===== config.mk =====
export PLATFORM = sky130hd
export DESIGN_NAME = cascaded_biquad_equalizer_flat
export DESIGN_NICKNAME = d
export VERILOG_FILES = /design/src/cbq_pkg.sv /design/src/cbq_if.sv /design/src/cbq_mul.sv /design/src/cascaded_biquad_equalizer.sv /design/src/flat_wrapper.sv
export SDC_FILE = /design/constraint.sdc
export NUM_CORES = 2
export LEC_CHECK = 0
export CORE_ASPECT_RATIO = 1.25
export CORE_UTILIZATION = 40
export DETAILED_ROUTE_END_ITERATION = 6
export DONT_BUFFER_PORTS = 1
export HOLD_SLACK_MARGIN = 0.05
export PLACE_DENSITY_LB_ADDON = 0.12
export SYNTH_ARGS = -nofsm -noshare
export SYNTH_HDL_FRONTEND = slang
export SYNTH_SLANG_ARGS = --single-unit

===== constraint.sdc =====
create_clock -name clk_i -period 10.3 [get_ports clk_i]
set_input_delay 2.06 -clock clk_i [delete_from_list [all_inputs] [get_ports clk_i]]
set_output_delay 2.06 -clock clk_i [all_outputs]
set_load 0.005 [all_outputs]

===== src/cbq_pkg.sv =====
// ----------------------------------------------------------------------------
// cbq_pkg
// Shared types, constants and coefficient table for the cascaded biquad
// equaliser: fixed coefficients at 30 fraction bits, rounding and saturation helpers.
// ----------------------------------------------------------------------------
package cbq_pkg;

  localparam int unsigned SAMPLE_W   = 16;
  localparam int unsigned GAIN_W     = 24;
  localparam int unsigned STATE_W    = 48;
  localparam int unsigned ACC_W      = 52;
  localparam int unsigned COEF_W     = 32;
  localparam int unsigned OPND_W     = 48;
  localparam int unsigned HALF_W     = 24;
  localparam int unsigned MUL_W      = 56;
  localparam int unsigned PROD_W     = 80;
  localparam int unsigned MAG_W      = 49;
  localparam int unsigned TAB_FRAC   = 30;
  localparam int unsigned GAIN_SHIFT = 40;
  localparam int unsigned MAX_SECT   = 8;
  localparam int unsigned NUM_COEF   = 5;

  localparam logic [GAIN_W-1:0]          GAIN_RESET = 24'd8389;
  localparam logic signed [STATE_W-1:0]  ST_MAX     = {1'b0, {(STATE_W-1){1'b1}}};
  localparam logic signed [STATE_W-1:0]  ST_MIN     = {1'b1, {(STATE_W-1){1'b0}}};
  localparam logic [SAMPLE_W-1:0]        SAMPLE_MAX = 16'h7fff;
  localparam logic [SAMPLE_W-1:0]        SAMPLE_MIN = 16'h8000;
  localparam logic [MAG_W-1:0]           MAG_LIM    = {1'b1, {(MAG_W-1){1'b0}}};

  typedef enum logic [2:0] {
    K_B0 = 3'd0,
    K_B1 = 3'd1,
    K_B2 = 3'd2,
    K_A1 = 3'd3,
    K_A2 = 3'd4
  } coef_e;

  typedef enum logic [2:0] {
    OP_B0   = 3'd0,
    OP_B1   = 3'd1,
    OP_A1   = 3'd2,
    OP_B2   = 3'd3,
    OP_A2   = 3'd4,
    OP_GAIN = 3'd5
  } op_e;

  typedef enum logic [6:0] {
    ST_IDLE = 7'b0000001,
    ST_LOAD = 7'b0000010,
    ST_MLO  = 7'b0000100,
    ST_MHI  = 7'b0001000,
    ST_SUM  = 7'b0010000,
    ST_ACC  = 7'b0100000,
    ST_OUT  = 7'b1000000
  } state_e;

  typedef struct packed {
    logic mul_lo;
    logic mul_hi;
    logic sum;
    logic gain;
  } mul_ctrl_t;

  typedef struct packed {
    logic signed [STATE_W-1:0] d0;
    logic signed [STATE_W-1:0] d1;
  } dly_t;

  // b0, b1, b2, a1, a2 per section
  localparam logic signed [COEF_W-1:0] COEF_Q30 [MAX_SECT][NUM_COEF] = '{
    '{32'sd1221514753, -32'sd1985847615, 32'sd837320252,
      -32'sd2018691940, 32'sd952248855},
    '{32'sd717532791, 32'sd411752849, 32'sd614927420,
      32'sd411752849, 32'sd258718387},
    '{32'sd773780800, 32'sd644023408, 32'sd0, 32'sd344062384, 32'sd0},
    '{32'sd1073741824, 32'sd0, 32'sd0, 32'sd0, 32'sd0},
    '{32'sd1073741824, 32'sd0, 32'sd0, 32'sd0, 32'sd0},
    '{32'sd1073741824, 32'sd0, 32'sd0, 32'sd0, 32'sd0},
    '{32'sd1073741824, 32'sd0, 32'sd0, 32'sd0, 32'sd0},
    '{32'sd1073741824, 32'sd0, 32'sd0, 32'sd0, 32'sd0}
  };

  // coefficient rounded half away from zero to frac fraction bits
  function automatic logic signed [COEF_W-1:0] coef_val(logic [2:0] sec, coef_e k,
                                                      int unsigned frac);
    logic signed [COEF_W-1:0] v;
    logic [COEF_W-1:0]        m;
    int unsigned              s;
    v = COEF_Q30[sec][k];
    s = TAB_FRAC - frac;
    m = v[COEF_W-1] ? COEF_W'(-v) : COEF_W'(v);
    if (s != 0) begin
      m = (m + (32'd1 << (s - 1))) >> s;
    end
    return v[COEF_W-1] ? -$signed(m) : $signed(m);
  endfunction

  function automatic logic signed [STATE_W-1:0] sat48(logic signed [ACC_W-1:0] v);
    logic signed [STATE_W-1:0] r;
    if (v[ACC_W-1:STATE_W-1] == {(ACC_W-STATE_W+1){v[ACC_W-1]}}) begin
      r = v[STATE_W-1:0];
    end else begin
      r = v[ACC_W-1] ? ST_MIN : ST_MAX;
    end
    return r;
  endfunction

endpackage


===== src/cbq_if.sv =====
// ----------------------------------------------------------------------------
// cbq_if
// Valid/ready stream interfaces for the sample input and the result output.
// ----------------------------------------------------------------------------
interface cbq_in_if;
  logic               valid;
  logic               ready;
  logic signed [15:0] sample_in;

  modport source (output valid, output sample_in, input ready);
  modport sink   (input valid, input sample_in, output ready);
endinterface

interface cbq_out_if;
  logic               valid;
  logic               ready;
  logic signed [15:0] sample_out;
  logic               clipped;

  modport source (output valid, output sample_out, output clipped, input ready);
  modport sink   (input valid, input sample_out, input clipped, output ready);
endinterface


===== src/cbq_mul.sv =====
// ----------------------------------------------------------------------------
// cbq_mul
// Shared sign-magnitude multiplier: 32 x 24 bit product per cycle over two
// halves of the operand, rounding half away from zero and capping at 2^48.
// ----------------------------------------------------------------------------
module cbq_mul #(
  parameter int unsigned COEF_FRAC_BITS = 22
) (
  input  logic                clk_i,
  input  cbq_pkg::mul_ctrl_t  ctrl_i,
  input  logic [31:0]         mc_i,
  input  logic [47:0]         my_i,
  output logic [48:0]         mag_o
);
  import cbq_pkg::*;

  localparam logic [PROD_W-1:0] RND_C = PROD_W'(1) << (COEF_FRAC_BITS - 1);
  localparam logic [PROD_W-1:0] RND_G = PROD_W'(1) << (GAIN_SHIFT - 1);

  logic [MUL_W-1:0]  mul_q;
  logic [PROD_W-1:0] prod_q;
  logic [HALF_W-1:0] opnd_half;
  logic [MUL_W-1:0]  mul_w;
  logic [PROD_W-1:0] shifted;

  assign opnd_half = ctrl_i.mul_hi ? my_i[OPND_W-1:HALF_W] : my_i[HALF_W-1:0];
  assign mul_w     = mc_i * opnd_half;

  always_ff @(posedge clk_i) begin
    if (ctrl_i.mul_lo || ctrl_i.mul_hi) begin
      mul_q <= mul_w;
    end
    if (ctrl_i.mul_hi) begin
      prod_q <= PROD_W'(mul_q) + (ctrl_i.gain ? RND_G : RND_C);
    end else if (ctrl_i.sum) begin
      prod_q <= prod_q + {mul_q, {HALF_W{1'b0}}};
    end
  end

  assign shifted = ctrl_i.gain ? (prod_q >> GAIN_SHIFT) : (prod_q >> COEF_FRAC_BITS);
  assign mag_o   = (|shifted[PROD_W-1:MAG_W-1]) ? MAG_LIM : {1'b0, shifted[MAG_W-2:0]};

endmodule


===== src/cascaded_biquad_equalizer.sv =====
// ----------------------------------------------------------------------------
// cascaded_biquad_equalizer
// Each product passes through the load, low-half multiply, high-half multiply,
// sum and accumulate states of the shared unit. A new input beat is taken only
// in idle, once the previous result has been loaded into the output register.
// Reset clears the section delays, sets the gain to its default, empties the
// output register.
// ----------------------------------------------------------------------------
module cascaded_biquad_equalizer #(
  parameter int unsigned SECTIONS       = 3,
  parameter int unsigned COEF_FRAC_BITS = 22
) (
  input  logic        clk_i,
  input  logic        rst_ni,
  input  logic        cfg_we_i,
  input  logic [23:0] cfg_wdata_i,
  cbq_in_if.sink      in_i,
  cbq_out_if.source   out_o
);
  import cbq_pkg::*;

  localparam int unsigned SEC_W = (SECTIONS > 1) ? $clog2(SECTIONS) : 1;

  state_e                    state_q, state_d;
  op_e                       op_q, op_d;
  logic [SEC_W-1:0]          sec_q, sec_d;
  dly_t                      dly_q [SECTIONS];
  logic [GAIN_W-1:0]         gain_q;
  logic                      out_valid_q;
  logic [SAMPLE_W-1:0]       out_sample_q;
  logic                      out_clip_q;

  logic signed [STATE_W-1:0] y_q;
  logic signed [STATE_W-1:0] yn_q;
  logic signed [ACC_W-1:0]   acc_q;
  logic [COEF_W-1:0]         mc_q;
  logic [OPND_W-1:0]         my_q;
  logic                      neg_q;

  mul_ctrl_t                 mctrl;
  logic [MAG_W-1:0]          mag;
  logic                      in_acc;
  logic                      out_load;
  logic                      use_yn;
  logic                      is_sub;
  coef_e                     k_sel;
  logic signed [COEF_W-1:0]  cval;
  logic signed [STATE_W-1:0] opnd;
  logic signed [ACC_W-1:0]   acc_init;
  logic signed [ACC_W-1:0]   term;
  logic signed [ACC_W-1:0]   acc_new;
  logic signed [STATE_W-1:0] acc_sat;
  logic                      in_range;
  logic                      last_sec;

  assign in_i.ready      = (state_q == ST_IDLE);
  assign in_acc          = in_i.valid && in_i.ready;
  assign out_load        = (state_q == ST_OUT) && (!out_valid_q || out_o.ready);
  assign out_o.valid     = out_valid_q;
  assign out_o.sample_out = out_sample_q;
  assign out_o.clipped   = out_clip_q;

  assign use_yn   = (op_q == OP_A1) || (op_q == OP_A2);
  assign is_sub   = use_yn;
  assign last_sec = (sec_q == SEC_W'(SECTIONS - 1));
  assign opnd     = use_yn ? yn_q : y_q;

  always_comb begin
    case (op_q)
      OP_B0:   k_sel = K_B0;
      OP_B1:   k_sel = K_B1;
      OP_A1:   k_sel = K_A1;
      OP_B2:   k_sel = K_B2;
      OP_A2:   k_sel = K_A2;
      default: k_sel = K_B0;
    endcase
  end

  assign cval = coef_val(3'(sec_q), k_sel, COEF_FRAC_BITS);

  always_comb begin
    case (op_q)
      OP_B0:   acc_init = ACC_W'(dly_q[sec_q].d0);
      OP_B1:   acc_init = ACC_W'(dly_q[sec_q].d1);
      OP_A1:   acc_init = acc_q;
      OP_A2:   acc_init = acc_q;
      default: acc_init = '0;
    endcase
  end

  assign term     = $signed({{(ACC_W-MAG_W){1'b0}}, mag});
  assign acc_new  = (neg_q ^ is_sub) ? (acc_q - term) : (acc_q + term);
  assign acc_sat  = sat48(acc_new);
  assign in_range = (acc_q[ACC_W-1:SAMPLE_W-1] == {(ACC_W-SAMPLE_W+1){acc_q[ACC_W-1]}});

  assign mctrl.mul_lo = (state_q == ST_MLO);
  assign mctrl.mul_hi = (state_q == ST_MHI);
  assign mctrl.sum    = (state_q == ST_SUM);
  assign mctrl.gain   = (op_q == OP_GAIN);

  cbq_mul #(
    .COEF_FRAC_BITS(COEF_FRAC_BITS)
  ) u_mul (
    .clk_i (clk_i),
    .ctrl_i(mctrl),
    .mc_i  (mc_q),
    .my_i  (my_q),
    .mag_o (mag)
  );

  // sequencer
  always_comb begin
    state_d = state_q;
    op_d    = op_q;
    sec_d   = sec_q;
    case (state_q)
      ST_IDLE: begin
        if (in_acc) begin
          state_d = ST_LOAD;
          op_d    = OP_B0;
          sec_d   = '0;
        end
      end
      ST_LOAD: state_d = ST_MLO;
      ST_MLO:  state_d = ST_MHI;
      ST_MHI:  state_d = ST_SUM;
      ST_SUM:  state_d = ST_ACC;
      ST_ACC: begin
        state_d = ST_LOAD;
        case (op_q)
          OP_B0: op_d = OP_B1;
          OP_B1: op_d = OP_A1;
          OP_A1: op_d = OP_B2;
          OP_B2: op_d = OP_A2;
          OP_A2: begin
            if (last_sec) begin
              op_d = OP_GAIN;
            end else begin
              op_d  = OP_B0;
              sec_d = sec_q + SEC_W'(1);
            end
          end
          default: state_d = ST_OUT;
        endcase
      end
      ST_OUT: begin
        if (out_load) begin
          state_d = ST_IDLE;
        end
      end
      default: state_d = ST_IDLE;
    endcase
  end

  always_ff @(posedge clk_i or negedge rst_ni) begin
    if (!rst_ni) begin
      state_q     <= ST_IDLE;
      op_q        <= OP_B0;
      sec_q       <= '0;
      gain_q      <= GAIN_RESET;
      out_valid_q <= 1'b0;
      for (int i = 0; i < SECTIONS; i++) begin
        dly_q[i] <= '0;
      end
    end else begin
      state_q <= state_d;
      op_q    <= op_d;
      sec_q   <= sec_d;
      if (cfg_we_i) begin
        gain_q <= cfg_wdata_i;
      end
      if (out_load) begin
        out_valid_q <= 1'b1;
      end else if (out_o.ready) begin
        out_valid_q <= 1'b0;
      end
      if (state_q == ST_ACC) begin
        case (op_q)
          OP_A1:   dly_q[sec_q].d0 <= acc_sat;
          OP_A2:   dly_q[sec_q].d1 <= acc_sat;
          default: ;
        endcase
      end
    end
  end

  // datapath
  always_ff @(posedge clk_i) begin
    if (in_acc) begin
      y_q <= {{(STATE_W-SAMPLE_W-16){in_i.sample_in[SAMPLE_W-1]}}, in_i.sample_in, 16'b0};
    end
    if (state_q == ST_LOAD) begin
      acc_q <= acc_init;
      if (op_q == OP_GAIN) begin
        mc_q  <= {{(COEF_W-GAIN_W){1'b0}}, gain_q};
        neg_q <= opnd[STATE_W-1];
      end else begin
        mc_q  <= cval[COEF_W-1] ? COEF_W'(-cval) : COEF_W'(cval);
        neg_q <= cval[COEF_W-1] ^ opnd[STATE_W-1];
      end
      my_q <= opnd[STATE_W-1] ? OPND_W'(-opnd) : OPND_W'(opnd);
    end
    if (state_q == ST_ACC) begin
      acc_q <= acc_new;
      if (op_q == OP_B0) begin
        yn_q <= acc_sat;
      end
      if (op_q == OP_A2) begin
        y_q <= yn_q;
      end
    end
    if (out_load) begin
      out_sample_q <= in_range ? acc_q[SAMPLE_W-1:0]
                               : (acc_q[ACC_W-1] ? SAMPLE_MIN : SAMPLE_MAX);
      out_clip_q   <= !in_range;
    end
  end

`ifndef SYNTHESIS
  a_start: assert property (@(posedge clk_i) disable iff (!rst_ni)
    in_acc |=> (state_q == ST_LOAD) && (op_q == OP_B0) && (sec_q == '0))
    else $error("sequence did not start at first section");

  a_sec_range: assert property (@(posedge clk_i) disable iff (!rst_ni)
    sec_q <= SEC_W'(SECTIONS - 1))
    else $error("section counter out of range");

  a_clip_ext: assert property (@(posedge clk_i) disable iff (!rst_ni)
    (out_valid_q && out_clip_q) |->
      (out_sample_q == SAMPLE_MAX || out_sample_q == SAMPLE_MIN))
    else $error("clip flag without clamped sample");
`endif

endmodule


===== src/flat_wrapper.sv =====
// flat-port wrapper written by rule: the top's interface ports become plain ports
module cascaded_biquad_equalizer_flat import cbq_pkg::*;
#(
  parameter int unsigned SECTIONS       = 3,
  parameter int unsigned COEF_FRAC_BITS = 22
)
  (clk_i, rst_ni, cfg_we_i, cfg_wdata_i, in_i_valid, in_i_sample_in, in_i_ready, out_o_valid, out_o_sample_out, out_o_clipped, out_o_ready);
  cbq_in_if in_i_i ();
  cbq_out_if out_o_i ();
  input  logic clk_i;
  input  logic rst_ni;
  input  logic cfg_we_i;
  input  logic [23:0] cfg_wdata_i;
  input wire logic [$bits(in_i_i.valid)-1:0] in_i_valid;
  input wire logic [$bits(in_i_i.sample_in)-1:0] in_i_sample_in;
  output wire logic [$bits(in_i_i.ready)-1:0] in_i_ready;
  output wire logic [$bits(out_o_i.valid)-1:0] out_o_valid;
  output wire logic [$bits(out_o_i.sample_out)-1:0] out_o_sample_out;
  output wire logic [$bits(out_o_i.clipped)-1:0] out_o_clipped;
  input wire logic [$bits(out_o_i.ready)-1:0] out_o_ready;
  assign in_i_i.valid = in_i_valid;
  assign in_i_i.sample_in = in_i_sample_in;
  assign in_i_ready = in_i_i.ready;
  assign out_o_valid = out_o_i.valid;
  assign out_o_sample_out = out_o_i.sample_out;
  assign out_o_clipped = out_o_i.clipped;
  assign out_o_i.ready = out_o_ready;
  cascaded_biquad_equalizer #(.SECTIONS(SECTIONS), .COEF_FRAC_BITS(COEF_FRAC_BITS)) u_core (.clk_i(clk_i), .rst_ni(rst_ni), .cfg_we_i(cfg_we_i), .cfg_wdata_i(cfg_wdata_i), .in_i(in_i_i), .out_o(out_o_i));
endmodule

==> results.sh <==
export IMPL_ant_nets=0
export IMPL_die_area_um2=162000
export IMPL_finalSetupViolations=0
export IMPL_viasPerCell=5.52
export IMPL_clock_path_buffers=3
export IMPL_clockRootBuffer="clkbuf_16"
export IMPL_core_um2=160000
export IMPL_dp_hpwl_um=161000
export IMPL_worst_ep_arrival_time_ps=10070
export IMPL_cpMostUsedCell="fa_1"
export IMPL_drcViolationCount=0
export IMPL_numCtsBuffers=80
export IMPL_worst_path_max_delay_cell="mux2i_4"
export IMPL_worst_slew_pin_slew_ps=1300
export IMPL_grt_ovfl_total=0
export IMPL_cts_max_level=3
export IMPL_syn2layout_area_growth_pct=7.71
export IMPL_nNetsFinal=7811
export IMPL_drive_gt1_share_pct=6.08
export IMPL_syn_instance_count=6991
export IMPL_clk_pin_slew_ps=60
export IMPL_die_w_um=361
export IMPL_row_count=164
export IMPL_syn_area_um2=64300
export IMPL_status="finished, final reports clean"
export IMPL_hold_buffers=0
export IMPL_ys_types=104
export IMPL_drt_iter0_markers=3164
export IMPL_min_path_type="flop to flop"
export IMPL_synth_top_flop_cell="dfrtp_1"
export IMPL_worstSetupPathType="flop to flop"
export IMPL_final_common_cell="nand2_1"
export IMPL_clk_latency_ps=710
export IMPL_firstDrtPassIters=5
export IMPL_gp_congestion=0.942
export IMPL_fin_skew_ps=55.9
export IMPL_tns_ps=0
export IMPL_end_kind="flop"
export IMPL_ioPinCount=64
export IMPL_ys_ff_latch=685
export IMPL_grt_start_max_net_pins=326
export IMPL_maxSlewHeadroom_pct=13.3
export IMPL_dpl_worst_slack_ps=582
export IMPL_setup_ws_ps=762
export IMPL_wl_per_cell_um=23.3
export IMPL_io_buffers=0
export IMPL_startpoint_type="flop"
export IMPL_rsz0062_at_grt="no"
export IMPL_hold_viol=0
export IMPL_syn_area_per_cell_um2=9.20
export IMPL_cp_required_ps=10830
export IMPL_finalWirelength_um=208000
export IMPL_fin_crit_sh_pct=92.6
export IMPL_antenna_found_initial=12
export IMPL_routed_via_count=49400
export IMPL_slew_violations=0
export IMPL_crit_fanout=19
export IMPL_maxCapViolCount=0
export IMPL_cts_sinks=685
export IMPL_synth_edf_count=312
export IMPL_cts_tree="built"
export IMPL_grt_pass1_vias=51000
export IMPL_grt_first_pass_wirelength_um=320000
export IMPL_max_freq_ghz=0.105
export IMPL_async_flop_share_pct=47.4
export IMPL_ys_warn_count=0
export IMPL_fp_dieH_um=450
export IMPL_initial_core_util_pct=40.3
export IMPL_mostFrequentLayoutCells="824 x nand2_1, 817 x inv_1, 660 x fa_1"
export IMPL_grt_usage_pct=25.9
export IMPL_ys_seq_area_share_pct=28.7
export IMPL_slowest_delay_ps=670
export IMPL_period_needed_ps=9540
-- cell usage after synthesis (39+ instances only) --
master / n / area share (%)
a21oi_1: 459 / 3.6
nor2_1: 456 / 2.7
nand2b_1: 42 / 0.41
clkbuf_1: 350 / 2.0
mux2i_1: 175 / 2.7
nor2b_1: 116 / 1.1
o21a_1: 44 / 0.51
o21ai_1: 87 / 0.68
edfxtp_1: 312 / 15
xor2_1: 123 / 1.7
dfrtp_1: 319 / 12
xnor2_1: 164 / 2.2
and3_1: 43 / 0.42
inv_1: 818 / 4.8
fa_1: 660 / 21
ha_1: 299 / 5.8
and2_1: 327 / 3.2
a21o_1: 113 / 1.3
nor3_1: 135 / 1.1
nand3_1: 81 / 0.63
nand4_1: 39 / 0.38
o21ai_0: 231 / 1.8
o22ai_1: 62 / 0.60
nand2_1: 828 / 4.8
dfxtp_1: 48 / 1.5
a31oi_1: 55 / 0.54
mux2_2: 75 / 1.3
a22oi_1: 65 / 0.76
-- repair_timing --
item	CTS	global route
setup endpoints to repair	0	2
setup buffers	0	0
resized for setup	0	2
-- area by class of cell --
cell class | count | area [µm²]
Antenna cell | 12 | 30.0
Clock buffer | 101 | 2140
Clock inverter | 48 | 618
Multi-Input combinational cell | 5097 | 41400
Tap cell | 2075 | 2600
Inverter | 825 | 3100
Fill cell | 15900 | 90400
Timing Repair Buffer | 118 | 936
Sequential cell | 685 | 18500
-- stage by stage --
step           hold WS, ps  instances  instance area, µm²  util, %
2_1_floorplan          442       6998               64300        -
6_report               474       8961               69300     43.4
3_3_place_gp           453       8800               66500     41.6
3_5_place_dp           455       8800               66500     41.6
5_1_grt                480       8955               69200     43.4
4_1_cts                477       8949               69200     43.4
-- kinds of logic (layout without fill, tap and decap cells) --
| logic type | Yosys count | in the layout | share of synthesized area (%) |
|---|---|---|---|
| multiplexers | 250 | 250 | 4.04 |
| buffers and inverters | 1216 | 1092 | 7.22 |
| AO/OA/AOI/OAI | 1394 | 1394 | 13.5 |
| flip-flops | 685 | 685 | 28.7 |
| XOR/XNOR | 288 | 288 | 3.93 |
| adder cells (fa/ha/maj) | 959 | 959 | 26.4 |
| other | 1 | 20 | 0.00583 |
| AND/OR/NAND/NOR | 2198 | 2198 | 16.2 |
-- registers in the layout, summed over array words and instances (netlist names), 32 cells and up --
| name | cells |
|---|---|
| u_core.dly_q | 288 |
| u_core.mc_q | 32 |
| u_core.u_mul.mul_q | 56 |
| u_core.u_mul.prod_q | 58 |
| u_core.my_q | 48 |
| u_core.acc_q | 52 |
| u_core.yn_q | 48 |
| u_core.y_q | 48 |
-- layer usage --
| layer | vias to the layer above | track usage [%] | part of all wire [%] | wire length, µm |
|---|---|---|---|---|
| li1 | 22900 | - | - | - |
| met1 | 25100 | 31.4 | 41 | 84600 |
| met2 | 1084 | 46.2 | 51 | 107000 |
| met3 | 356 | 2.94 | 3.6 | 7560 |
| met4 | 4 | 11.2 | 4.7 | 9700 |
| met5 | - | 0 | 0.013 | 27 |
-- path summary, 6_finish.rpt --
check,startpoint,end,slack (ps),cells past startpoint
setup / recovery,u_core.state_q[2]$_DFFE_PN0P_,u_core.u_mul.mul_q[54]$_DFFE_PP_,760,28
hold / removal,u_core.y_q[11]$_DFF_P_,u_core.y_q[11]$_DFF_P_,470,1
setup reg to reg,u_core.state_q[2]$_DFFE_PN0P_,u_core.u_mul.mul_q[54]$_DFFE_PP_,760,28
hold reg to reg,u_core.y_q[11]$_DFF_P_,u_core.y_q[11]$_DFF_P_,470,1
max in group asynchronous,rst_ni,u_core.sec_q[1]$_DFFE_PN0P_,8130,0
min in group asynchronous,rst_ni,u_core.dly_q[248]$_DFFE_PN0P_,1060,0
-- worst max-delay path, delay by kind of cell (launching register included) --
family	cells	cell delay (ps)
adders and majority gates	8	3950
AOI/OAI and AO/OA	7	2170
and+or+nand+nor	7	1640
muxes	1	670
buffers and inverters	5	490
DFF	1	440
Power is left out: the tool's default activity adds up to more than one toggle a clock period on the data nets, which glitch-free logic cannot reach.
